$ cat config.mk
export PLATFORM = sky130hd
export DESIGN_NAME = priority_task_scheduler_core
export DESIGN_NICKNAME = d
export VERILOG_FILES = /design/src/pts_pkg.sv /design/src/pts_engine.sv /design/src/priority_task_scheduler_core.sv
export SDC_FILE = /design/constraint.sdc
export NUM_CORES = 1
export LEC_CHECK = 0
export BUFFER_PORTS_ARGS = -buffer_cell sky130_fd_sc_hd__buf_4
export CAP_MARGIN = 30
export CORE_ASPECT_RATIO = 0.8
export CORE_MARGIN = 10
export CORE_UTILIZATION = 60
export CTS_CLUSTER_DIAMETER = 100
export DETAILED_ROUTE_END_ITERATION = 8
export GPL_ROUTABILITY_DRIVEN = 0
export HOLD_SLACK_MARGIN = 0.1
export MAX_ROUTING_LAYER = met4
export PLACE_DENSITY = 0.79
export SETUP_SLACK_MARGIN = 0.15
export SLEW_MARGIN = 20
export SYNTH_ARGS = -nofsm -noshare
export SYNTH_HDL_FRONTEND = slang
export SYNTH_SLANG_ARGS = --single-unit
$ cat constraint.sdc
create_clock -name clock -period 10.2 [get_ports clock]
set_input_delay 0.51 -clock clock [delete_from_list [all_inputs] [get_ports clock]]
set_output_delay 0.51 -clock clock [all_outputs]
set_load 0.005 [all_outputs]
$ cat src/pts_pkg.sv
// shared constants and types for the priority task scheduler
`timescale 1ns / 1ps
package pts_pkg;
   localparam int NUM_TASKS   = 8;
   localparam int TASK_W      = $clog2(NUM_TASKS);
   localparam int CNT_W       = $clog2(NUM_TASKS + 1);
   localparam int PRIO_LEVELS = 32;
   localparam int PRIO_W      = $clog2(PRIO_LEVELS);
   localparam int DELAY_W     = 16;
   localparam int LOCK_W      = 8;
   localparam int OP_W        = 3;
   localparam int PRIO_TAB_W  = 40;
   localparam int MASK_W      = 8;
   localparam int SLICE_W     = 8;
   localparam logic [LOCK_W-1:0] LOCK_MAX = 8'd255;

   typedef enum logic [OP_W-1:0] {
      OP_START  = 3'd0,
      OP_TICK   = 3'd1,
      OP_DELAY  = 3'd2,
      OP_LOCK   = 3'd3,
      OP_UNLOCK = 3'd4
   } op_type;

   typedef enum logic [1:0] {
      REG_PRIO   = 2'd0,
      REG_ENABLE = 2'd1,
      REG_SLICE  = 2'd2
   } reg_idx_type;

   typedef struct packed {
      logic [PRIO_TAB_W-1:0] prio_table;
      logic [MASK_W-1:0]     enable_mask;
      logic [SLICE_W-1:0]    slice_length;
   } cfg_type;

   typedef struct packed {
      logic              valid;
      logic [TASK_W-1:0] current_task;
      logic              task_switched;
      logic              none_ready;
      logic [LOCK_W-1:0] lock_count;
      logic [MASK_W-1:0] ready_mask;
   } rsp_type;
endpackage

$ cat src/pts_engine.sv
// scheduling sequencer with the per-priority queue memory
`timescale 1ns / 1ps
module pts_engine (
   input  logic                        clock,
   input  logic                        reset,
   input  pts_pkg::cfg_type            cfg,
   input  logic                        start,
   input  logic [pts_pkg::OP_W-1:0]    operation,
   input  logic [pts_pkg::DELAY_W-1:0] delay_ticks,
   output logic                        busy,
   output pts_pkg::rsp_type            rsp
);
   import pts_pkg::*;

   typedef enum logic [4:0] {
      S_IDLE, S_ST_LOOP, S_TK_LOOP, S_TK_SLICE, S_TK_PB,
      S_PF_RD, S_PF_EX, S_PB_RD, S_PB_EX, S_RM_RD, S_RM_EX, S_RM_WALK,
      S_RS, S_RS_RD, S_RS_EX, S_DONE
   } state_type;

   localparam int QW = 2 * TASK_W;

   logic [QW-1:0]        qmem [PRIO_LEVELS];
   logic [QW-1:0]        rdata_ff;
   logic                 wr_en_ff;
   logic [QW-1:0]        wr_data_ff;

   state_type            state_ff, ret_ff;
   logic [PRIO_W-1:0]    addr_ff;
   logic [TASK_W-1:0]    tk_ff;
   logic [TASK_W-1:0]    cur_ff;
   logic [TASK_W-1:0]    hd_ff, tl_ff;
   logic [TASK_W-1:0]    step_ff;
   logic [CNT_W-1:0]     idx_ff, kept_ff, dcount_ff;
   logic [TASK_W-1:0]    ready_next_ff [NUM_TASKS];
   logic [DELAY_W-1:0]   dcnt_ff       [NUM_TASKS];
   logic [TASK_W-1:0]    dorder_ff     [NUM_TASKS];
   logic [SLICE_W-1:0]   slice_ff      [NUM_TASKS];
   logic [NUM_TASKS-1:0] is_ready_ff;
   logic [PRIO_LEVELS-1:0] bitmap_ff;
   logic [LOCK_W-1:0]    lock_ff;
   logic [TASK_W-1:0]    running_ff, before_ff;

   logic [TASK_W-1:0]    q_head, q_tail, ord_t, run;
   logic [DELAY_W-1:0]   dec_cnt;
   logic [PRIO_W-1:0]    first_prio;

   function automatic logic [PRIO_W-1:0] prio_of(input logic [PRIO_TAB_W-1:0] tab,
                                                input logic [TASK_W-1:0] t);
      int                  idx;
      logic [PRIO_W-1:0]   p;
      idx = 5 * int'(t);
      p = PRIO_W'(tab >> idx);
      if ({1'b0, p} >= (PRIO_W+1)'(PRIO_LEVELS))
         p = PRIO_W'(PRIO_LEVELS - 1);
      return p;
   endfunction

   always_comb begin
      first_prio = '0;
      for (int p = PRIO_LEVELS - 1; p >= 0; p--) begin
         if (bitmap_ff[p])
            first_prio = PRIO_W'(p);
      end
   end

   assign q_head  = rdata_ff[QW-1:TASK_W];
   assign q_tail  = rdata_ff[TASK_W-1:0];
   assign ord_t   = dorder_ff[idx_ff[TASK_W-1:0]];
   assign dec_cnt = dcnt_ff[ord_t] - DELAY_W'(1);
   assign run     = running_ff;

   // queue memory, registered read
   always_ff @(posedge clock) begin
      rdata_ff <= qmem[addr_ff];
      if (wr_en_ff)
         qmem[addr_ff] <= wr_data_ff;
   end

   always_ff @(posedge clock) begin
      if (reset) begin
         state_ff    <= S_IDLE;
         ret_ff      <= S_IDLE;
         wr_en_ff    <= 1'b0;
         bitmap_ff   <= '0;
         is_ready_ff <= '0;
         dcount_ff   <= '0;
         lock_ff     <= '0;
         running_ff  <= '0;
         before_ff   <= '0;
         for (int i = 0; i < NUM_TASKS; i++) begin
            dcnt_ff[i]  <= '0;
            slice_ff[i] <= '0;
         end
      end else begin
         wr_en_ff <= 1'b0;
         case (state_ff)
            S_IDLE: begin
               if (start) begin
                  before_ff <= running_ff;
                  case (operation)
                     OP_START: begin
                        bitmap_ff   <= '0;
                        is_ready_ff <= '0;
                        dcount_ff   <= '0;
                        lock_ff     <= '0;
                        for (int i = 0; i < NUM_TASKS; i++) begin
                           dcnt_ff[i]  <= '0;
                           slice_ff[i] <= cfg.slice_length;
                        end
                        tk_ff    <= '0;
                        idx_ff   <= '0;
                        state_ff <= S_ST_LOOP;
                     end
                     OP_TICK: begin
                        idx_ff   <= '0;
                        kept_ff  <= '0;
                        state_ff <= S_TK_LOOP;
                     end
                     OP_DELAY: begin
                        if (is_ready_ff[run] && dcount_ff < CNT_W'(NUM_TASKS)) begin
                           dcnt_ff[run] <= delay_ticks;
                           dorder_ff[dcount_ff[TASK_W-1:0]] <= run;
                           dcount_ff <= dcount_ff + CNT_W'(1);
                           tk_ff    <= run;
                           addr_ff  <= prio_of(cfg.prio_table, run);
                           ret_ff   <= S_RS;
                           state_ff <= S_RM_RD;
                        end else begin
                           state_ff <= S_RS;
                        end
                     end
                     OP_LOCK: begin
                        if (lock_ff != LOCK_MAX)
                           lock_ff <= lock_ff + LOCK_W'(1);
                        state_ff <= S_DONE;
                     end
                     OP_UNLOCK: begin
                        if (lock_ff != '0) begin
                           lock_ff  <= lock_ff - LOCK_W'(1);
                           state_ff <= (lock_ff == LOCK_W'(1)) ? S_RS : S_DONE;
                        end else begin
                           state_ff <= S_DONE;
                        end
                     end
                     default: state_ff <= S_DONE;
                  endcase
               end
            end
            S_ST_LOOP: begin
               // idx_ff counts the tasks walked so far
               if (idx_ff == CNT_W'(NUM_TASKS)) begin
                  state_ff <= S_RS;
               end else begin
                  idx_ff <= idx_ff + CNT_W'(1);
                  if (cfg.enable_mask[idx_ff[TASK_W-1:0]]) begin
                     tk_ff    <= idx_ff[TASK_W-1:0];
                     addr_ff  <= prio_of(cfg.prio_table, idx_ff[TASK_W-1:0]);
                     ret_ff   <= S_ST_LOOP;
                     state_ff <= S_PF_RD;
                  end
               end
            end
            S_TK_LOOP: begin
               if (idx_ff < dcount_ff) begin
                  dcnt_ff[ord_t] <= dec_cnt;
                  idx_ff <= idx_ff + CNT_W'(1);
                  if (dec_cnt == '0) begin
                     tk_ff    <= ord_t;
                     addr_ff  <= prio_of(cfg.prio_table, ord_t);
                     ret_ff   <= S_TK_LOOP;
                     state_ff <= S_PF_RD;
                  end else begin
                     dorder_ff[kept_ff[TASK_W-1:0]] <= ord_t;
                     kept_ff <= kept_ff + CNT_W'(1);
                  end
               end else begin
                  dcount_ff <= kept_ff;
                  state_ff  <= S_TK_SLICE;
               end
            end
            S_TK_SLICE: begin
               if (slice_ff[run] <= SLICE_W'(1)) begin
                  slice_ff[run] <= cfg.slice_length;
                  if (is_ready_ff[run]) begin
                     tk_ff    <= run;
                     addr_ff  <= prio_of(cfg.prio_table, run);
                     ret_ff   <= S_TK_PB;
                     state_ff <= S_RM_RD;
                  end else begin
                     state_ff <= S_RS;
                  end
               end else begin
                  slice_ff[run] <= slice_ff[run] - SLICE_W'(1);
                  state_ff <= S_RS;
               end
            end
            S_TK_PB: begin
               tk_ff    <= run;
               addr_ff  <= prio_of(cfg.prio_table, run);
               ret_ff   <= S_RS;
               state_ff <= S_PB_RD;
            end
            S_PF_RD: state_ff <= S_PF_EX;
            S_PF_EX: begin
               if (bitmap_ff[addr_ff]) begin
                  ready_next_ff[tk_ff] <= q_head;
                  wr_data_ff <= {tk_ff, q_tail};
               end else begin
                  wr_data_ff <= {tk_ff, tk_ff};
               end
               bitmap_ff[addr_ff] <= 1'b1;
               is_ready_ff[tk_ff] <= 1'b1;
               wr_en_ff <= 1'b1;
               state_ff <= ret_ff;
            end
            S_PB_RD: state_ff <= S_PB_EX;
            S_PB_EX: begin
               if (bitmap_ff[addr_ff]) begin
                  ready_next_ff[q_tail] <= tk_ff;
                  wr_data_ff <= {q_head, tk_ff};
               end else begin
                  wr_data_ff <= {tk_ff, tk_ff};
               end
               bitmap_ff[addr_ff] <= 1'b1;
               is_ready_ff[tk_ff] <= 1'b1;
               wr_en_ff <= 1'b1;
               state_ff <= ret_ff;
            end
            S_RM_RD: state_ff <= S_RM_EX;
            S_RM_EX: begin
               if (!is_ready_ff[tk_ff] || !bitmap_ff[addr_ff]) begin
                  state_ff <= ret_ff;
               end else begin
                  is_ready_ff[tk_ff] <= 1'b0;
                  if (q_head == tk_ff) begin
                     if (q_tail == tk_ff) begin
                        bitmap_ff[addr_ff] <= 1'b0;
                     end else begin
                        wr_data_ff <= {ready_next_ff[tk_ff], q_tail};
                        wr_en_ff   <= 1'b1;
                     end
                     state_ff <= ret_ff;
                  end else begin
                     hd_ff    <= q_head;
                     tl_ff    <= q_tail;
                     cur_ff   <= q_head;
                     step_ff  <= '0;
                     state_ff <= S_RM_WALK;
                  end
               end
            end
            S_RM_WALK: begin
               if (ready_next_ff[cur_ff] == tk_ff) begin
                  ready_next_ff[cur_ff] <= ready_next_ff[tk_ff];
                  if (tl_ff == tk_ff) begin
                     wr_data_ff <= {hd_ff, cur_ff};
                     wr_en_ff   <= 1'b1;
                  end
                  state_ff <= ret_ff;
               end else if (cur_ff == tl_ff || step_ff == TASK_W'(NUM_TASKS - 1)) begin
                  state_ff <= ret_ff;
               end else begin
                  cur_ff  <= ready_next_ff[cur_ff];
                  step_ff <= step_ff + TASK_W'(1);
               end
            end
            S_RS: begin
               if (lock_ff != '0 || bitmap_ff == '0) begin
                  state_ff <= S_DONE;
               end else begin
                  addr_ff  <= first_prio;
                  state_ff <= S_RS_RD;
               end
            end
            S_RS_RD: state_ff <= S_RS_EX;
            S_RS_EX: begin
               running_ff <= q_head;
               state_ff   <= S_DONE;
            end
            S_DONE: state_ff <= S_IDLE;
            default: state_ff <= S_IDLE;
         endcase
      end
   end

   assign busy              = (state_ff != S_IDLE);
   assign rsp.valid         = (state_ff == S_DONE);
   assign rsp.current_task  = running_ff;
   assign rsp.task_switched = (running_ff != before_ff);
   assign rsp.none_ready    = (bitmap_ff == '0);
   assign rsp.lock_count    = lock_ff;
   assign rsp.ready_mask    = MASK_W'(is_ready_ff);

   a_done_to_idle: assert property (@(posedge clock) disable iff (reset)
      (state_ff == S_DONE) |=> (state_ff == S_IDLE))
      else $error("result beat not followed by idle");
   a_accept_busy: assert property (@(posedge clock) disable iff (reset)
      (start && !busy) |=> busy)
      else $error("accepted beat did not make the engine busy");
   a_empty_none_ready: assert property (@(posedge clock) disable iff (reset)
      (bitmap_ff == '0) |-> (is_ready_ff == '0))
      else $error("ready task with empty priority bitmap");
   a_dcount_range: assert property (@(posedge clock) disable iff (reset)
      dcount_ff <= CNT_W'(NUM_TASKS))
      else $error("delay list overflow");
endmodule

$ cat src/priority_task_scheduler_core.sv
// top level: register port, command channel and result strobe
`timescale 1ns / 1ps
// lock, unlock and unknown commands: result strobe in the cycle after acceptance,
// or after S_RS (then S_RS_RD and S_RS_EX if a task is ready) when an unlock reaches zero
// start: pushes each enabled task onto its priority queue (S_PF_RD, S_PF_EX), then reschedules
// tick and delay: delay list walk, queue unlink walk and queue memory reads
// one command at a time; busy stays high until the result beat
// synchronous reset empties the queues and delay list and clears lock and running task
module priority_task_scheduler_core (
   input  logic                           clock,
   input  logic                           reset,
   input  logic                           start,
   output logic                           busy,
   input  logic [pts_pkg::OP_W-1:0]       req_operation,
   input  logic [pts_pkg::DELAY_W-1:0]    req_delay_ticks,
   output logic                           rsp_valid,
   output logic [pts_pkg::TASK_W-1:0]     rsp_current_task,
   output logic                           rsp_task_switched,
   output logic                           rsp_none_ready,
   output logic [pts_pkg::LOCK_W-1:0]     rsp_lock_count,
   output logic [pts_pkg::MASK_W-1:0]     rsp_ready_mask,
   input  logic                           psel,
   input  logic                           penable,
   input  logic                           pwrite,
   input  logic [4:0]                     paddr,
   input  logic [63:0]                    pwdata,
   output logic [63:0]                    prdata,
   output logic                           pready
);
   import pts_pkg::*;

   cfg_type     cfg_ff;
   rsp_type     rsp;
   reg_idx_type reg_sel;
   logic        wr_beat;

   assign pready  = 1'b1;
   assign reg_sel = reg_idx_type'(paddr[4:3]);
   assign wr_beat = psel && penable && pwrite && pready;

   always_ff @(posedge clock) begin
      if (reset) begin
         cfg_ff.prio_table   <= '0;
         cfg_ff.enable_mask  <= '0;
         cfg_ff.slice_length <= SLICE_W'(10);
      end else if (wr_beat) begin
         case (reg_sel)
            REG_PRIO:   cfg_ff.prio_table   <= pwdata[PRIO_TAB_W-1:0];
            REG_ENABLE: cfg_ff.enable_mask  <= pwdata[MASK_W-1:0];
            REG_SLICE:  cfg_ff.slice_length <= pwdata[SLICE_W-1:0];
            default: ;
         endcase
      end
   end

   always_comb begin
      case (reg_sel)
         REG_PRIO:   prdata = 64'(cfg_ff.prio_table);
         REG_ENABLE: prdata = 64'(cfg_ff.enable_mask);
         REG_SLICE:  prdata = 64'(cfg_ff.slice_length);
         default:    prdata = '0;
      endcase
   end

   pts_engine u_engine (
      .clock       (clock),
      .reset       (reset),
      .cfg         (cfg_ff),
      .start       (start),
      .operation   (req_operation),
      .delay_ticks (req_delay_ticks),
      .busy        (busy),
      .rsp         (rsp)
   );

   assign rsp_valid         = rsp.valid;
   assign rsp_current_task  = rsp.current_task;
   assign rsp_task_switched = rsp.task_switched;
   assign rsp_none_ready    = rsp.none_ready;
   assign rsp_lock_count    = rsp.lock_count;
   assign rsp_ready_mask    = rsp.ready_mask;
endmodule
==> metrics <==
status=completed; routed len/inst=23.8 um; Tmin final=6290 ps; endpoint of the lowest-slack register-to-register path=u_engine.dorder_ff[7][2]; post-DR vias/cell=6.61; critical path's top delay family=simple AND/OR/NAND/NOR gates; cells resized by post-CTS repair=0; GRT overflow=0; Max Cap Viol=0; Fin Setup TNS=0 ps; Pwr per Cell Area=231 nW/um^2; Slew headroom=30.4%; area delta synth->final=11.8%; clock buffer depth=3; Vias=21400; largest net degree at the start of global routing=62; Mapped Avg Cell Area=11.7 um^2; die area=57700 um^2; FP Rows=72; hold_sp=pwdata[32]; CP peak stage delay=690 ps; Detailed Route WL=76.9 mm; cell taking the most area after synthesis=edfxtp_1; Filler cells=3411; Pint=0.00488 W; CTS tree=yes; Synth Flop Type=edfxtp_1; hold endpoint=cfg_ff[48]; CP Max Fanout=18; Reg2Reg Setup Slack=3910 ps; Seq/Total Area, Yosys=57.9%; Die Span Y=217 um; Synth warnings=0; worst-margin pin slew=1040 ps; drt first pass iters=7; initial antenna violation count=2; share of cells above drive strength 1=16.2%; Setup Viol. Count Final=0; Sink Count=607; Core Area=48100 um^2; CTS Root Cell=clkbuf_16; Synth area leaders=edfxtp_1 48%, dfxtp_1 9.7%, mux4_2 8.1%; share of the synthesized area in the top cell type=48.1%; clk_lat worst skew=630 ps; P_leak=11.6 nW; fin area=32500 um^2; synthesized area=29100 um^2; die span in x=266 um; CP Class=reg2reg; library cells used by synthesis=78; H-tree Lvls=2; Slew Viols, Final=0; Post-synth EDFFs=466; Post-CTS Setup Inserts=0; final hold vios=0; clock power share=28.0%; Worst Hold Depth=3; combinational share of power=31.6%; crit-path cells=mux4_2 > mux2i_4 > and2_1 > nand2_1 > nand4_1 > ha_1 > nand4_1 > nor4_2 > xnor2_1 > or4_1 > or2_1 > nand2_1 > mux2i_1; Worst Skew=28.1 ps; Yosys reg bits=607; # nets final=2668; first-pass GRT wire length=119 mm; hold crit path type=in2reg; peak supply drop=0.160 mV; DR DRC count=0; reg2reg path depth=13; Post-synth ARST share=0%; Sw Ratio=34.9%; Critical Path AT=6620 ps; I/O Pins=182; CP Buf/Inv Count=0; Max Freq=159 MHz; Clock Pin Slew Worst Setup and Hold Paths=70 ps; ANT nets after route=0; Starting Density=60.4%; CP max-delay cell=or4_1; cts bufs inserted=56; cell count after synthesis=2475; sw power=0.00261 W; Detail Placement HPWL=51.0 mm; CP Launch Type=flip-flop; Post-DP Area=30500 um^2; Total GRT Usage=27.0%; RSZ-0062 raised after global routing=no; CTS Hold Bufs=0; Worst EP required=10530 ps; port bufs=129; fin crit share=61.6%; part of the power in registers=40.4%; DRT iter0 DRCs=3719; vias in the first global route=20600; Setup crit end kind=flip-flop
cell usage in the layout, fill, tap and decap left out, drive strengths merged, types with 27 or more instances in the layout:
cell type and count:
nand2 247, o21ai 157, edfxtp 466, mux4 104, and2 46, inv 40
dfxtp 141, and3 40, clkbuf 84, buf 188, a21oi 194, mux2i 141
nand3 55, nor3 27, nor2 296, a22oi 55
stage by stage:
stage               power, W  cells  hold slack [ps]  util [%]  setup WS, ps
floorplan            0.00471   2498              442         -          5650
global placement     0.00526   3110              452      63.2          4260
detailed placement   0.00534   3115              464      63.3          4030
CTS                  0.00742   3221              100      67.1          4020
global route         0.00778   3236              115      67.6          3640
finish               0.00750   3236              123      67.6          3910
logic make-up after synthesis:
kind of cell	Yosys count	share of synthesized area, %
and+or+nand+nor	810	12.7
DFF	607	57.9
AOI/OAI and AO/OA	513	10.4
muxes	259	13.6
buffers and inverters	227	3.53
xor gates and xnor gates	40	1.21
adders and majority gates	17	0.732
other	2	0.0258
worst reg2reg max path: stages (launching register included):
cell,delay (ps)
dfxtp_1,610
mux4_2,620
mux2i_4,610
and2_1,660
nand2_1,120
nand4_1,280
ha_1,350
nand4_1,350
nor4_2,280
xnor2_1,120
or4_1,690
or2_1,380
nand2_1,340
mux2i_1,590
metal layers:
layer  up-vias  global-route usage [%]  part of all wire [%]
met3       141                    5.57                    13
met4         0                    7.21                   1.9
met5         -                       -                     0
met2      1549                    38.3                    44
li1       9309                       -                     -
met1     10400                    39.1                    41
cell type report:
type	count	area [um^2]	share of cell area, %
clock inverters	23	220	0.678
well taps	629	787	2.42
diodes	2	5.00	0.0154
clock buffers	83	1610	4.94
inverters	39	146	0.450
flip-flops and latches	607	16800	51.7
multi-input cells	1664	11400	35.0
repair buffers	189	1560	4.79
sequential cells by signal, indices dropped and copies added, names as in the netlist, 5 cells and up, named ones only:
register,count
cfg_ff,56
u_engine.addr_ff,5
u_engine.bitmap_ff,32
u_engine.dcnt_ff,128
u_engine.dorder_ff,24
u_engine.is_ready_ff,8
u_engine.lock_ff,8
u_engine.qmem,192
u_engine.rdata_ff,6
u_engine.ready_next_ff,24
u_engine.slice_ff,64
u_engine.wr_data_ff,6
cells in the mapped netlist, types with 5 or more instances:
master    instances
nand4_1          14
o221ai_1          8
mux2i_1         138
nand2b_1         10
nand3_1          54
o41ai_1           5
xor2_1           16
and3_1           40
nor2_1          296
mux4_2          104
o211ai_1          5
mux2_2           11
nor3b_1           7
ha_1             17
o21bai_1          5
o21a_1            6
nor3_1           27
nor4_1           17
nor2b_1          24
or3_1             6
a31oi_1           5
dfxtp_1         141
a211oi_1         18
a21oi_1         194
edfxtp_1        466
nand2_1         243
o221a_2           5
clkbuf_1        137
o21ai_0         154
buf_4            31
inv_1            38
xnor2_1          24
and2_1           46
or4_1             5
buf_1            12
a22oi_1          55
o22ai_1          13
how the worst max path moves through the flow:
stage	startpoint	end	cells after the start
2_1_floorplan	flip-flop	u_engine.addr_ff[0]	13
3_3_place_gp	flip-flop	u_engine.dorder_ff[0][2]	13
3_5_place_dp	flip-flop	u_engine.dorder_ff[1][2]	13
4_1_cts	flip-flop	u_engine.dorder_ff[6][2]	13
5_1_grt	flip-flop	u_engine.dorder_ff[1][2]	13
6_report	flip-flop	u_engine.dorder_ff[7][2]	13
power by group through the flow:
stage / clock (W) / sequential (W) / combinational, W
6_report: 0.00210 / 0.00303 / 0.00237
5_1_grt: 0.00221 / 0.00304 / 0.00252
4_1_cts: 0.00211 / 0.00305 / 0.00226
3_5_place_dp: 0 / 0.00310 / 0.00224
3_3_place_gp: 0 / 0.00309 / 0.00217
2_1_floorplan: 0 / 0.00297 / 0.00174
Power figures use the tool's default switching activity.
